===== src/rtl/core/rk4_pkg.sv =====
// Shared constants, types and helper functions for the RK4 oscillator stepper.
package rk4_pkg;

    // Fixed-point format and field widths.
    localparam int FRAC_BITS  = 28;
    localparam int POS_W      = 32;
    localparam int TIME_W     = 48;
    localparam int STEP_W     = 29;
    localparam int CFG_DATA_W = 48;
    localparam int CFG_IDX_W  = 1;

    // Configuration register indexes.
    localparam logic [CFG_IDX_W-1:0] CFG_STEP_SIZE = 1'd0;
    localparam logic [CFG_IDX_W-1:0] CFG_END_TIME  = 1'd1;

    localparam logic [STEP_W-1:0] STEP_RST = 29'd2684355;
    localparam logic [TIME_W-1:0] END_RST  = '1;

    // Shared multiplier: state operand (negated for position operands) times the step size.
    localparam int OPD_W  = POS_W + 1;
    localparam int MULB_W = STEP_W + 1;
    localparam int PROD_W = OPD_W + MULB_W;
    localparam int PH_W   = PROD_W - FRAC_BITS;
    localparam int HF_W   = PH_W - 1;
    localparam int STG_W  = PH_W + 1;

    // Division of the weighted slope sum by six, one ten-bit digit per cycle.
    localparam int DIG_W    = 10;
    localparam int ACCMIN_W = PH_W + 4;
    localparam int NDIG     = (ACCMIN_W + DIG_W - 1) / DIG_W;
    localparam int DIV_W    = NDIG * DIG_W;
    localparam int FIN_W    = DIV_W + 2;
    localparam int REM_W    = 3;
    localparam int DVAL_W   = REM_W + DIG_W;
    localparam int RECIP_W  = 14;
    localparam int RECIP_SH = 16;
    localparam logic [RECIP_W-1:0] RECIP6 = 14'd10923;

    // The sum is biased by six times QOFS so that it never goes negative;
    // the quotient then carries an offset of QOFS.
    localparam logic [DIV_W-1:0] QOFS     = DIV_W'(1) << (PH_W + 1);
    localparam logic [DIV_W-1:0] ACC_INIT = (QOFS << 2) + (QOFS << 1) + DIV_W'(3);

    // Multiply schedule.
    localparam int MUL_N  = 8;
    localparam int MIDX_W = $clog2(MUL_N);
    localparam int CNT_W  = $clog2(MUL_N + 1);

    // Multiplier operand codes.
    localparam logic [1:0] OP_NEG_X  = 2'd0;
    localparam logic [1:0] OP_V      = 2'd1;
    localparam logic [1:0] OP_VS     = 2'd2;
    localparam logic [1:0] OP_NEG_XS = 2'd3;

    // Stage-state update codes.
    localparam logic [1:0] UPD_NONE = 2'd0;
    localparam logic [1:0] UPD_HALF = 2'd1;
    localparam logic [1:0] UPD_FULL = 2'd2;

    typedef struct packed {
        logic       chan_v;
        logic       dbl;
        logic [1:0] upd;
    } t_post_ctl;

    typedef struct packed {
        logic                     req_type;
        logic signed [POS_W-1:0]  init_position;
        logic signed [POS_W-1:0]  init_velocity;
        logic        [TIME_W-1:0] start_time;
    } t_req_beat;

    typedef struct packed {
        logic        [TIME_W-1:0] time_out;
        logic signed [POS_W-1:0]  position_out;
        logic signed [POS_W-1:0]  velocity_out;
        logic                     past_end;
        logic                     saturated;
    } t_rsp_beat;

    typedef struct packed {
        logic              start;
        logic              mul_en;
        logic [MIDX_W-1:0] mul_idx;
        logic              post_en;
        logic [MIDX_W-1:0] post_idx;
        logic              div_en;
        logic              wb_en;
        logic              wb_adv;
    } t_dp_cmd;

    typedef struct packed {
        logic out_free;
        logic past_now;
    } t_dp_sts;

    // Operand of each multiply; order is chosen so every stage value is
    // ready in the cycle after its slope has been rounded.
    function automatic logic [1:0] mul_op(input logic [MIDX_W-1:0] idx);
        logic [1:0] op;
        case (idx)
            3'd0:    op = OP_NEG_X;
            3'd1:    op = OP_V;
            3'd2:    op = OP_VS;
            3'd3:    op = OP_NEG_XS;
            3'd4:    op = OP_NEG_XS;
            3'd5:    op = OP_VS;
            3'd6:    op = OP_VS;
            3'd7:    op = OP_NEG_XS;
            default: op = OP_NEG_X;
        endcase
        return op;
    endfunction

    // What to do with the product of each multiply: which channel, the
    // weight in the final sum, and how the stage state is updated.
    function automatic t_post_ctl post_ctl(input logic [MIDX_W-1:0] idx);
        t_post_ctl pc;
        case (idx)
            3'd0:    pc = '{chan_v: 1'b1, dbl: 1'b0, upd: UPD_HALF};
            3'd1:    pc = '{chan_v: 1'b0, dbl: 1'b0, upd: UPD_HALF};
            3'd2:    pc = '{chan_v: 1'b0, dbl: 1'b1, upd: UPD_HALF};
            3'd3:    pc = '{chan_v: 1'b1, dbl: 1'b1, upd: UPD_HALF};
            3'd4:    pc = '{chan_v: 1'b1, dbl: 1'b1, upd: UPD_FULL};
            3'd5:    pc = '{chan_v: 1'b0, dbl: 1'b1, upd: UPD_FULL};
            3'd6:    pc = '{chan_v: 1'b0, dbl: 1'b0, upd: UPD_NONE};
            3'd7:    pc = '{chan_v: 1'b1, dbl: 1'b0, upd: UPD_NONE};
            default: pc = '{chan_v: 1'b0, dbl: 1'b0, upd: UPD_NONE};
        endcase
        return pc;
    endfunction

    // Saturate a signed value to the position width; the top bit is the flag.
    function automatic logic [POS_W:0] sat_pos(input logic [FIN_W-1:0] v);
        logic [FIN_W-POS_W:0] top;
        logic [POS_W:0]       res;
        top = v[FIN_W-1:POS_W-1];
        if ((&top) || !(|top)) begin
            res = {1'b0, v[POS_W-1:0]};
        end else if (v[FIN_W-1]) begin
            res = {1'b1, 1'b1, {(POS_W-1){1'b0}}};
        end else begin
            res = {1'b1, 1'b0, {(POS_W-1){1'b1}}};
        end
        return res;
    endfunction

    // One radix-1024 digit of division by six: returns {remainder, digit}.
    // The reciprocal product is exact for every value below 6 * 1024.
    function automatic logic [REM_W+DIG_W-1:0] div6_digit(
        input logic [REM_W-1:0] rem,
        input logic [DIG_W-1:0] dig
    );
        logic [DVAL_W-1:0]         val;
        logic [DVAL_W+RECIP_W-1:0] pr;
        logic [DIG_W-1:0]          q;
        logic [DVAL_W-1:0]         rr;
        val = {rem, dig};
        pr  = val * RECIP6;
        q   = pr[RECIP_SH+DIG_W-1:RECIP_SH];
        rr  = val - ({{REM_W{1'b0}}, q} << 2) - ({{REM_W{1'b0}}, q} << 1);
        return {rr[REM_W-1:0], q};
    endfunction

endpackage


===== src/rtl/core/rk4_ctrl.sv =====
// Controller: sequences accept, multiplies, division digits and write-back.
module rk4_ctrl import rk4_pkg::*; (
    input  logic    i_clk,
    input  logic    i_rst_n,
    input  logic    i_req_valid,
    output logic    o_req_ready,
    input  logic    i_req_type,
    output t_dp_cmd o_cmd,
    input  t_dp_sts i_sts
);

    localparam logic [1:0] ST_IDLE = 2'd0;
    localparam logic [1:0] ST_MUL  = 2'd1;
    localparam logic [1:0] ST_DIV  = 2'd2;
    localparam logic [1:0] ST_WB   = 2'd3;

    logic [1:0]       r_state;
    logic [1:0]       n_state;
    logic [CNT_W-1:0] r_cnt;
    logic [CNT_W-1:0] n_cnt;
    logic             r_adv;
    logic             n_adv;
    logic [CNT_W-1:0] cnt_m1;
    logic             accept;

    assign o_req_ready = (r_state == ST_IDLE);
    assign accept      = i_req_valid && o_req_ready;
    assign cnt_m1      = r_cnt - CNT_W'(1);

    always_comb begin
        n_state = r_state;
        n_cnt   = r_cnt;
        n_adv   = r_adv;
        o_cmd   = '0;
        case (r_state)
            ST_IDLE: begin
                if (accept) begin
                    o_cmd.start = 1'b1;
                    if (i_req_type && !i_sts.past_now) begin
                        n_state = ST_MUL;
                        n_cnt   = '0;
                        n_adv   = 1'b1;
                    end else begin
                        n_state = ST_WB;
                        n_adv   = 1'b0;
                    end
                end
            end
            ST_MUL: begin
                o_cmd.mul_en   = (r_cnt < CNT_W'(MUL_N));
                o_cmd.mul_idx  = r_cnt[MIDX_W-1:0];
                o_cmd.post_en  = (r_cnt != '0);
                o_cmd.post_idx = cnt_m1[MIDX_W-1:0];
                if (r_cnt == CNT_W'(MUL_N)) begin
                    n_state = ST_DIV;
                    n_cnt   = '0;
                end else begin
                    n_cnt = r_cnt + CNT_W'(1);
                end
            end
            ST_DIV: begin
                o_cmd.div_en = 1'b1;
                if (r_cnt == CNT_W'(NDIG - 1)) begin
                    n_state = ST_WB;
                end else begin
                    n_cnt = r_cnt + CNT_W'(1);
                end
            end
            ST_WB: begin
                o_cmd.wb_adv = r_adv;
                if (i_sts.out_free) begin
                    o_cmd.wb_en = 1'b1;
                    n_state     = ST_IDLE;
                end
            end
            default: begin
                n_state = ST_IDLE;
            end
        endcase
    end

    always_ff @(posedge i_clk) begin
        if (!i_rst_n) begin
            r_state <= ST_IDLE;
            r_cnt   <= '0;
            r_adv   <= 1'b0;
        end else begin
            r_state <= n_state;
            r_cnt   <= n_cnt;
            r_adv   <= n_adv;
        end
    end

    a_step_starts: assert property (@(posedge i_clk) disable iff (!i_rst_n)
        (accept && i_req_type && !i_sts.past_now)
            |=> (r_state == ST_MUL && r_cnt == '0 && r_adv))
        else $error("advancing step did not start the multiply sequence");

    a_mul_to_div: assert property (@(posedge i_clk) disable iff (!i_rst_n)
        (r_state == ST_MUL && r_cnt == CNT_W'(MUL_N))
            |=> (r_state == ST_DIV && r_cnt == '0))
        else $error("multiply sequence did not hand over to division");

    a_div_to_wb: assert property (@(posedge i_clk) disable iff (!i_rst_n)
        (r_state == ST_DIV && r_cnt == CNT_W'(NDIG - 1)) |=> (r_state == ST_WB))
        else $error("division did not end after its last digit");

endmodule


===== config.mk =====
export PLATFORM = sky130hd
export DESIGN_NAME = rk4_ctrl
export DESIGN_NICKNAME = d
export VERILOG_FILES = /design/src/rtl/core/rk4_pkg.sv /design/src/rtl/core/rk4_ctrl.sv
export SDC_FILE = /design/constraint.sdc
export NUM_CORES = 1
export LEC_CHECK = 0
export BUFFER_PORTS_ARGS = -buffer_cell sky130_fd_sc_hd__buf_2
export CORE_AREA = 2 2 39 41
export CTS_CLUSTER_DIAMETER = 100
export DETAILED_ROUTE_END_ITERATION = 6
export DIE_AREA = 0 0 41 43
export PLACE_DENSITY = 0.71
export SYNTH_ARGS = -nofsm -noshare
export SYNTH_HDL_FRONTEND = slang
export SYNTH_SLANG_ARGS = --single-unit

===== constraint.sdc =====
create_clock -name i_clk -period 2.66 [get_ports i_clk]
set_input_delay 0.133 -clock i_clk [delete_from_list [all_inputs] [get_ports i_clk]]
set_output_delay 0.133 -clock i_clk [all_outputs]
set_load 0.005 [all_outputs]

# Word level (Yosys, flattened, before mapping)
# Index checks and enable logic that the tools add are counted.
[word_totals]
register_bits = 7
in_bits = 6
output_inout_bits = 13
wordCells = 44
[op_classes]
add_sub_neg = 2
order_cmp = 1
n_eq_ne = 11
muxes = 18
n_reduce_logical = 9
[ops]
columns = ["operator", "n"]
rows = [
  ["two-way mux 4 bit", 4],
  ["two-way mux 2 bit", 6],
  ["one-hot mux 4 bit (3 select lines)", 1],
  ["two-way mux 8 bit", 1],
  ["inequality test 2 bit (second input constant)", 4],
  ["one-hot mux 2 bit (4 select lines)", 1],
  ["AND reduction 4 bit", 2],
  ["two-way mux 1 bit", 5],
  ["adder 4 x 1 -> 4 bit (second input constant)", 1],
  ["equality test 2 bit (second input constant)", 2],
  ["equality test 4 x 2 -> 1 bit (second input constant)", 1],
  ["equality test 4 bit (second input constant)", 1],
  ["< comparator 4 bit (second input constant)", 1],
  ["inequality test 2 x 1 -> 1 bit (second input constant)", 2],
  ["nonzero test 4 bit", 1],
  ["nonzero test 3 bit", 1],
  ["subtractor 3 x 1 -> 3 bit (second input constant)", 1],
  ["equality test 2 x 1 -> 1 bit (second input constant)", 1],
  ["logical AND 1 bit", 2],
  ["logical NOT 2 bit", 1],
  ["AND reduction 2 bit", 1],
  ["logical NOT 1 bit", 1],
]

# Logic depth before layout (Yosys ltp)
# Gate-level depths: netlist (run 1).
[logic_depth]
word_depth = 5
ltp_mapped = 6
ltp_nobuf = 6

# Worst setup path before layout (run 1)
# No wires, ideal clock.
[synth_timing]
kind = "reg2reg"
from = "register r_state[0]"
to = "register r_cnt[3]"
setup_time_ns = 0.128
t_arrival_ns = 1.439
required_time_ns = 2.532
slack_ns = 1.093
stages_incl_launch_ff = 7
cell_sequence = "dfxtp_1 > inv_1 > ha_1 > and4bb_2 > nor2_1 > a221oi_1 > o22ai_1"
[synth_via]
elab_chain_cells = 4
elab_cells_between_ends = 10
cone_classes = "eq/ne (5); mux (1); reduce/logical (4)"
[synth_rtl]
columns = ["item", "line", "source"]
rows = [
  ["start, declared", "rk4_ctrl.sv:17", "logic [1:0] r_state;"],
  ["start signal, assigned", "rk4_ctrl.sv:88", "r_state <= n_state;"],
  ["logical NOT 2 bit", "rk4_ctrl.sv:26, rk4_ctrl.sv:35", ""],
  ["logical AND 1 bit", "rk4_ctrl.sv:27", "assign accept = i_req_valid && o_req_ready;"],
  ["inequality test 2 x 1 -> 1 bit (no source line)", "n/a", ""],
  ["AND reduction 4 bit (no source line)", "n/a", ""],
  ["end signal, assigned", "rk4_ctrl.sv:89", "r_cnt <= n_cnt;"],
  ["end, declared", "rk4_ctrl.sv:19", "logic [CNT_W-1:0] r_cnt;"],
]
# Several ways; a longest one is shown, not always the timed one.
# A chain may end at the register's enable or synchronous reset.

# Worst setup path after layout (run 1)
[layout_timing]
from = "register r_state[1]"
to = "register r_cnt[3]"
# The elaborated chain is that of the path after synthesis.

==> impl_metrics.toml, run 1 <==
[synthesis]
async_flop_share_pct = 0
dominantRegCellSynth = "dfxtp_1"
synth_cell_types = 29
yosysWarnings = 0
synthTopCellsByArea = "dfxtp_1 23%, ha_1 14%, and2_1 7.2%, nor2b_1 6.2%, mux2i_1 4.9%"
ys_ff_latch = 7
syn_area_um2 = 609
netlist_instances = 73
ys_seq_area_share_pct = 23.0
syn_avg_cell_area_um2 = 8.35
mappedNetlistNets = 86
synth_edf_count = 0
synth_top_area_cell = "dfxtp_1"
yosysTopAreaCellShare_pct = 23.0

[timing]
hold_viol_final = 0
rsz0062_at_grt = "false"
skew_ps = 2.66
finalSetupViolations = 0
min_period_ps = 1720
fmax_mhz = 581
finalMaxSlewViolations = 0
fin_tns_setup_ps = 0
max_slew.worst_pin.slew_ps = 369
period_share_pct = 64.7
max-slew-margin-rel_pct = 75.4

[setup_path]
r2r-start = "r_state[1]"
crit_arrival_ps = 1840
crit_path_end_kind = "register"
critPathRequiredTime_ps = 2780
cp_max_fo = 10
crit_type = "reg -> reg"
critPathLaunchType = "register"
r2r_end = "r_cnt[3]"
rrSetupSlack_ps = 940
reg2reg_depth = 6

[global_routing]
grt.overflow.total = 0
antenna_found_initial = 0
track_usage_pct = 16.5
first_global_vias = 490
grt_pass1_wl_um = 1980
grt_max_degree = 11

[clock_tree]
htree_levels = 1
clk_pin_slew_ps = 60
insertion_delay_ps = 250
postCtsHoldBufs = 0
cts.root.buffer_cell = "clkbuf_4"
cts_sinks = 7
cts_buffer_depth = 2
cts_made_buffers = 3
cts_setup_buffers = 0
cts_tree = "done"
cts_resized = 0

[final_layout]
n_antenna_cell = 0
fin_util_pct = 52.8
drive_gt1_share_pct = 26.9
area_delta_synth_final_pct = 19.9
final_nets = 107
fillers = 135
area.sequential_um2 = 140
fin_area_um2 = 731
instances_no_fill = 109
multi_input_area_um2 = 432

[place]
gp_congestion = 0.790
portBuffers = 18
post_dp_cell_area_um2 = 704
placed_cells = 105
dpl.hpwl_um = 938

[min_path]
hold_path.class = "in -> reg"
min_delay_path_depth = 2
hp-start = "i_rst_n"
holdPathEnd = "r_state[0]"

[die]
io_pins = 19
fp-row-count = 14
die_x_um = 41
die_area_um2 = 1760
fp.dieH_um = 43
fp.coreArea_um2 = 1380
initial_core_util_pct = 44.0

[detailed_routing]
drtIter0Drc = 9
routedWlPerCell_um = 11.1
drc = 0
viasPerCell = 5.19
antenna_left = 0
drt-pass1-iter-count = 4
drt_wl_total_um = 1210
vias = 566

[power]
p_leak_nw = 0.356
max-vdd-ir-drop_mv = 0.353
powerDensity_nw_per_um2 = 742
finalPower_uw = 542

[flow_run]
drv_cap = 0

[status]
outcome = "complete, no violations"
[power by group]
group          total (mW)  switching, mW  internal, mW
logic               0.300          0.153         0.147
registers           0.144         0.0214         0.122
clock network      0.0981         0.0408        0.0574
[synth_stat cells, types with 2 or more instances]
master	number
nor2_1	3
dfxtp_1	7
o22ai_1	2
and2_1	7
a21boi_0	2
nand2_1	7
ha_1	7
nand3b_1	4
mux2i_1	3
nor2b_1	6
nor3_1	2
inv_1	6
[state kept, by name, indices dropped and copies added, names as in the netlist]
name / count
r_cnt: 4
r_state: 2
r_adv: 1
[critical path: stages (launching register included)]
cell	delay (ps)
dfxtp_1	400
inv_1	90
ha_1	290
o21ai_0	300
nor2_1	120
a221oi_1	280
o22ai_1	110
[cell families after synthesis]
group / synth area share, %
simple gates: 33.7
compound gates: 16.4
buf+inv: 6.16
fa+ha+maj: 14.4
flops: 23.0
mux: 4.93
xor+xnor: 1.44
[per-stage QoR]
| stage | setup slack (ps) | hold slack (ps) |
|---|---|---|
| after floorplan | 1090 | 382 |
| after global placement | 964 | 477 |
| after detailed placement | 924 | 472 |
| after CTS | 905 | 206 |
| after global routing | 724 | 210 |
| final | 939 | 219 |
[cell usage in the layout, fill, tap and decap left out, types with 2 or more instances in the layout]
master	n
buf_2	18
nor2b_1	6
and2_1	7
o22ai_1	2
nor2_1	3
dfxtp_1	7
nand2_1	7
inv_1	6
nor3_1	2
ha_1	7
nand3b_1	4
a21boi_0	2
mux2i_1	3
clkbuf_4	3
[routing by layer]
layer | vias to the layer above | part of all wire (%) | track usage (%)
li1 | 292 | - | -
met1 | 261 | 48 | 22.1
met2 | 11 | 47 | 23.4
met3 | 2 | 3.2 | 4.71
met4 | 0 | 1.4 | 8.00
met5 | - | 0 | 0
[area by class of cell]
class	count	area share, %
multi-input combinational	58	59.1
sequential	7	19.2
timing repair buffer	18	12.3
clock buffer	4	3.60
inverter	6	3.08
tap	16	2.74
[worst max-delay path by stage]
| stage | slack, ps | to | start |
|---|---|---|---|
| CTS | 900 | r_cnt[3] | r_state[1] |
| floorplan | 1090 | r_cnt[3] | r_state[0] |
| global placement | 960 | r_cnt[3] | r_state[1] |
| global route | 720 | r_cnt[3] | r_state[1] |
| finish | 940 | r_cnt[3] | r_state[1] |
| detailed placement | 920 | r_cnt[3] | r_state[1] |
(Power assumes the default switching activity.)
==> run 2: changes to the inputs <==
--- a/config.mk
+++ b/config.mk
@@ -6,11 +6,11 @@
 export NUM_CORES = 1
 export LEC_CHECK = 0
 export BUFFER_PORTS_ARGS = -buffer_cell sky130_fd_sc_hd__buf_2
-export CORE_AREA = 2 2 39 41
+export CORE_MARGIN = 1
+export CORE_UTILIZATION = 43
 export CTS_CLUSTER_DIAMETER = 100
 export DETAILED_ROUTE_END_ITERATION = 6
-export DIE_AREA = 0 0 41 43
-export PLACE_DENSITY = 0.71
+export PLACE_DENSITY = 0.7
 export SYNTH_ARGS = -nofsm -noshare
 export SYNTH_HDL_FRONTEND = slang
 export SYNTH_SLANG_ARGS = --single-unit
==> constraint.sdc (replaced) <==
create_clock -name i_clk -period 1.5 [get_ports i_clk]
set_input_delay 0.075 -clock i_clk [delete_from_list [all_inputs] [get_ports i_clk]]
set_output_delay 0.075 -clock i_clk [all_outputs]
set_load 0.005 [all_outputs]
==> impl_metrics.toml, run 2 (synthesis results as in run 1) <==
[status]
outcome = "finished with violations"
violations = "setup timing"

[timing]
hold_viol_final = 0
period_share_pct = 102
rsz0062_at_grt = "true"
finalMaxSlewViolations = 0
skew_ps = 4.16
fin_ws_ps = -28.7
fmax_mhz = 654
min_period_ps = 1530
max-slew-margin-rel_pct = 75.6
max_slew.worst_pin.slew_ps = 366
finalSetupViolations = 2

[setup_path]
crit_path_end_kind = "register"
rrSetupSlack_ps = -30
worst_path_largest_cell_delay_ps = 380
crit_type = "reg -> reg"
crit_slowest_cell = "dfxtp_4"
critPathLaunchType = "register"
cp_max_fo = 4
path_cells = "inv_4 -> ha_4 -> a222oi_1 -> a21boi_2 -> mux2i_1"
crit_arrival_ps = 1710
critPathRequiredTime_ps = 1680

[clock_tree]
cts_sinks = 7
cts_made_buffers = 3
cts_buffer_depth = 2
cts.root.buffer_cell = "clkbuf_4"
clk_pin_slew_ps = 50
cts_tree = "done"
insertion_delay_ps = 260
htree_levels = 1
postCtsHoldBufs = 0

[detailed_routing]
drt-pass1-iter-count = 4
drc = 0
drt_wl_total_um = 1720
drtIter0Drc = 11
viasPerCell = 5.53
antenna_left = 0
routedWlPerCell_um = 13.9
vias = 686

[power]
switching_power_uw = 540
p_int_uw = 853
finalPower_mw = 1.39
powerDensity_nw_per_um2 = 1450
max-vdd-ir-drop_mv = 1.03
swShare_pct = 38.8
pwr-share-seq_pct = 20.0
p_leak_nw = 0.455
p_comb_share_pct = 67.1
p_clk_share_pct = 12.9

[flow_run]
drv_cap = 0

[final_layout]
largest_reg_flops = 4
largest_registers = "r_cnt x4, r_state x2, r_adv x1"
fillers = 100
final_nets = 123
area_delta_synth_final_pct = 57.3
drive_gt1_share_pct = 54.1
n_antenna_cell = 0
layout_common_cells = "18 x buf_2, 15 x buf_4, 6 x and2_1, 6 x nand2_1, 5 x nor2b_1"
largest-register = "r_cnt"
final_common_cell = "buf_2"
fin_util_pct = 72.7
fin_area_um2 = 958

[global_routing]
antenna_found_initial = 0
track_usage_pct = 20.8
grt.overflow.total = 0
grt_max_degree = 11
grt_pass1_wl_um = 2080
first_global_vias = 489

[die]
initial_core_util_pct = 46.2
die_area_um2 = 1570
die_x_um = 39.6
fp.dieH_um = 39.6
fp-row-count = 13
io_pins = 19
fp.coreArea_um2 = 1320

[place]
portBuffers = 18
post_dp_cell_area_um2 = 806
dpl.hpwl_um = 1070
place_worst_setup_slack_ps = -86.2
gp_congestion = 0.853

[min_path]
hold_path.class = "in -> reg"
## run 2: cell count changes in the layout (fill, tap and decap cells not counted), sizes merged
cell / before / now
buf: 18 / 34
## run 2: per-layer routing
metal  vias up  global-route usage [%]  share of wire [%]
li1        327                       -                  -
met1       330                    27.3                 46
met2        22                    31.1                 47
met3         7                    1.70                3.5
met4         0                    15.5                2.6
met5         -                       0                  0
## run 2: stage by stage
stage / TNS [ps] / std cells / hold slack [ps]
2_1_floorplan: 0 / 73 / 266
3_3_place_gp: -88.3 / 117 / 422
3_5_place_dp: -214 / 117 / 426
4_1_cts: -30.4 / 121 / 150
5_1_grt: -429 / 124 / 147
6_report: -30.0 / 124 / 143
## run 2: layout make-up
cell class	instances	area (um^2)	area share (%)
Clock buffer	4	26.3	2.74
Inverter	6	27.5	2.87
Multi-Input combinational cell	58	522	54.4
Sequential cell	7	150	15.7
Tap cell	15	18.8	1.96
Timing Repair Buffer	34	214	22.3
## run 2: final timing paths
| check | from | end | depth (start not counted) |
|---|---|---|---|
| hold reg to reg | r_adv | r_adv | 2 |
| hold / removal | i_rst_n | r_state[0] | 2 |
| setup reg to reg | r_state[1] | r_state[1] | 5 |
| setup / recovery | r_state[1] | r_state[1] | 5 |
## run 2: critical path, delay by kind of cell (launching register included)
family	cells	cell delay, ps
AOI/OAI and AO/OA	2	660
DFF	1	380
muxes	1	190
adders and majority gates	1	170
buffers and inverters	1	50
## run 2: timing repair
action                                  CTS  global route
pin swaps                                 1             8
endpoints found under the setup margin    7            10
setup buffers                             0             3
resized for setup                         6            22
## run 2: power groups by stage
stage / sequential [mW] / clock [mW] / combinational, mW
floorplan: 0.251 / 0 / 0.397
global placement: 0.249 / 0 / 0.685
detailed placement: 0.253 / 0 / 0.690
CTS: 0.255 / 0.184 / 0.698
global route: 0.284 / 0.203 / 1.01
finish: 0.278 / 0.180 / 0.934
==> run 3: changes to the inputs <==
--- a/config.mk
+++ b/config.mk
@@ -6,7 +6,7 @@
 export NUM_CORES = 1
 export LEC_CHECK = 0
 export BUFFER_PORTS_ARGS = -buffer_cell sky130_fd_sc_hd__buf_2
-export CORE_MARGIN = 1
+export CORE_MARGIN = 8
 export CORE_UTILIZATION = 43
 export CTS_CLUSTER_DIAMETER = 100
 export DETAILED_ROUTE_END_ITERATION = 6
==> impl_metrics.toml, run 3 (synthesis results as in run 1) <==
[detailed_routing]
drc = 0
antenna_left = 0
drt_wl_total_um = 2050
drtIter0Drc = 14
drt-pass1-iter-count = 4
viasPerCell = 5.51
vias = 700
routedWlPerCell_um = 16.1

[final_layout]
largest_registers = "r_cnt x4, r_state x2, r_adv x1"
n_antenna_cell = 0
final_common_cell = "buf_2"
fin_util_pct = 72.4
instances_no_fill = 127
largest_reg_flops = 4
final_nets = 126
largest-register = "r_cnt"
layout_common_cells = "18 x buf_2, 17 x buf_4, 7 x and2_1, 7 x nand2_1, 5 x nor2b_1"
drive_gt1_share_pct = 52.7
area_delta_synth_final_pct = 56.5

[setup_path]
crit_arrival_ps = 1740
crit_path_end_kind = "register"
cp-startpoint = "r_cnt[0]"
crit_type = "reg -> reg"
r2r-start = "r_cnt[0]"
path_buf_inv = 2
reg2reg_depth = 7
critPathRequiredTime_ps = 1690
r2r_end = "r_state[1]"
crit_family = "compound AO/OA/AOI/OAI gates"
path_cells = "buf_6 -> inv_2 -> ha_4 -> nand3b_1 -> a222oi_1 -> a21boi_2 -> mux2i_1"
crit_slowest_cell = "dfxtp_2"
worst_path_largest_cell_delay_ps = 340
crit_path_end = "r_state[1]"
cp.depth = 7
rrSetupSlack_ps = -40
cp_max_fo = 3
critPathLaunchType = "register"

[power]
p_int_uw = 792
swShare_pct = 38.9
finalPower_mw = 1.30
switching_power_uw = 504
pwr-share-seq_pct = 20.3
max-vdd-ir-drop_mv = 0.955
p_clk_share_pct = 13.9
p_leak_nw = 0.461
p_comb_share_pct = 65.8
powerDensity_nw_per_um2 = 1360

[timing]
finalSetupViolations = 5
finalMaxSlewViolations = 0
min_period_ps = 1540
skew_ps = 10.0
fmax_mhz = 648
max_slew.worst_pin.slew_ps = 332
fin_ws_ps = -44.2
rsz0062_at_grt = "true"
max-slew-margin-rel_pct = 77.9
period_share_pct = 103
hold_viol_final = 0

[place]
placed_cells = 120
place_worst_setup_slack_ps = -62.8
gp_congestion = 0.890
portBuffers = 18
dpl.hpwl_um = 1330

[clock_tree]
cts_buffer_depth = 2
cts.root.buffer_cell = "clkbuf_4"
cts_tree = "done"
cts_sinks = 7
cts_made_buffers = 3
htree_levels = 1
insertion_delay_ps = 260
clk_pin_slew_ps = 60

[status]
violations = "setup timing"
outcome = "finished with violations"

[die]
fp.coreArea_um2 = 1320
io_pins = 19
die_area_um2 = 2880
fp-row-count = 13
fp.dieH_um = 53.6
initial_core_util_pct = 46.2
die_x_um = 53.6

[global_routing]
grt_pass1_wl_um = 3220
grt.overflow.total = 0
first_global_vias = 695
track_usage_pct = 15.5
antenna_found_initial = 0
grt_max_degree = 11

[min_path]
hold_path.class = "in -> reg"

[flow_run]
drv_cap = 0
[run 3: worst reg2reg max path, stage by stage, from the launching register on]
cell and delay (ps):
dfxtp_2 340, buf_6 120, inv_2 70, ha_4 140
nand3b_1 100, a222oi_1 280, a21boi_2 260, mux2i_1 180
[run 3: final cells by class]
class | count | area [um^2]
timing repair buffer | 37 | 240
fill | 97 | 364
tap | 15 | 18.8
clock buffer | 4 | 26.3
sequential | 7 | 148
multi-input combinational | 58 | 495
inverter | 6 | 25.0
[run 3: per-layer routing]
layer	GRT usage (%)	wire length (um)
met5	0	0
met4	7.98	51
met3	6.06	149
met2	27.3	1050
met1	15.4	791
[run 3: how the worst min path moves through the flow]
stage	from	end	slack, ps	cells past startpoint
after floorplan	i_sts[1]	o_cmd[1]	270	1
after global placement	i_sts[0]	r_adv	430	4
after detailed placement	i_rst_n	r_state[0]	430	2
after CTS	i_rst_n	r_state[1]	150	3
after global routing	i_rst_n	r_state[1]	150	3
final	i_rst_n	r_state[1]	150	3
[run 3: metrics by stage]
stage	TNS [ps]	cell area, um^2	hold WS (ps)
5_1_grt	-588	953	150
6_report	-119	953	150
2_1_floorplan	0	614	266
4_1_cts	-6.97	931	147
3_5_place_dp	-221	828	433
3_3_place_gp	-135	828	427
[run 3: power groups by stage]
stage                     logic (mW)  clock network [mW]  registers (mW)
after floorplan                0.397                   0           0.251
after global placement         0.712                   0           0.246
after detailed placement       0.722                   0           0.246
after CTS                      0.803               0.187           0.258
after global routing           0.922               0.200           0.268
final                          0.852               0.181           0.263
[run 3: timing repair]
| item | 4_1_cts | 5_1_grt |
|---|---|---|
| hold buffers | 0 | 0 |
| resized for setup | 18 | 6 |
| endpoints found under the setup margin | 9 | 10 |
| buffers inserted | 3 | 0 |
| pin swaps | 6 | 4 |
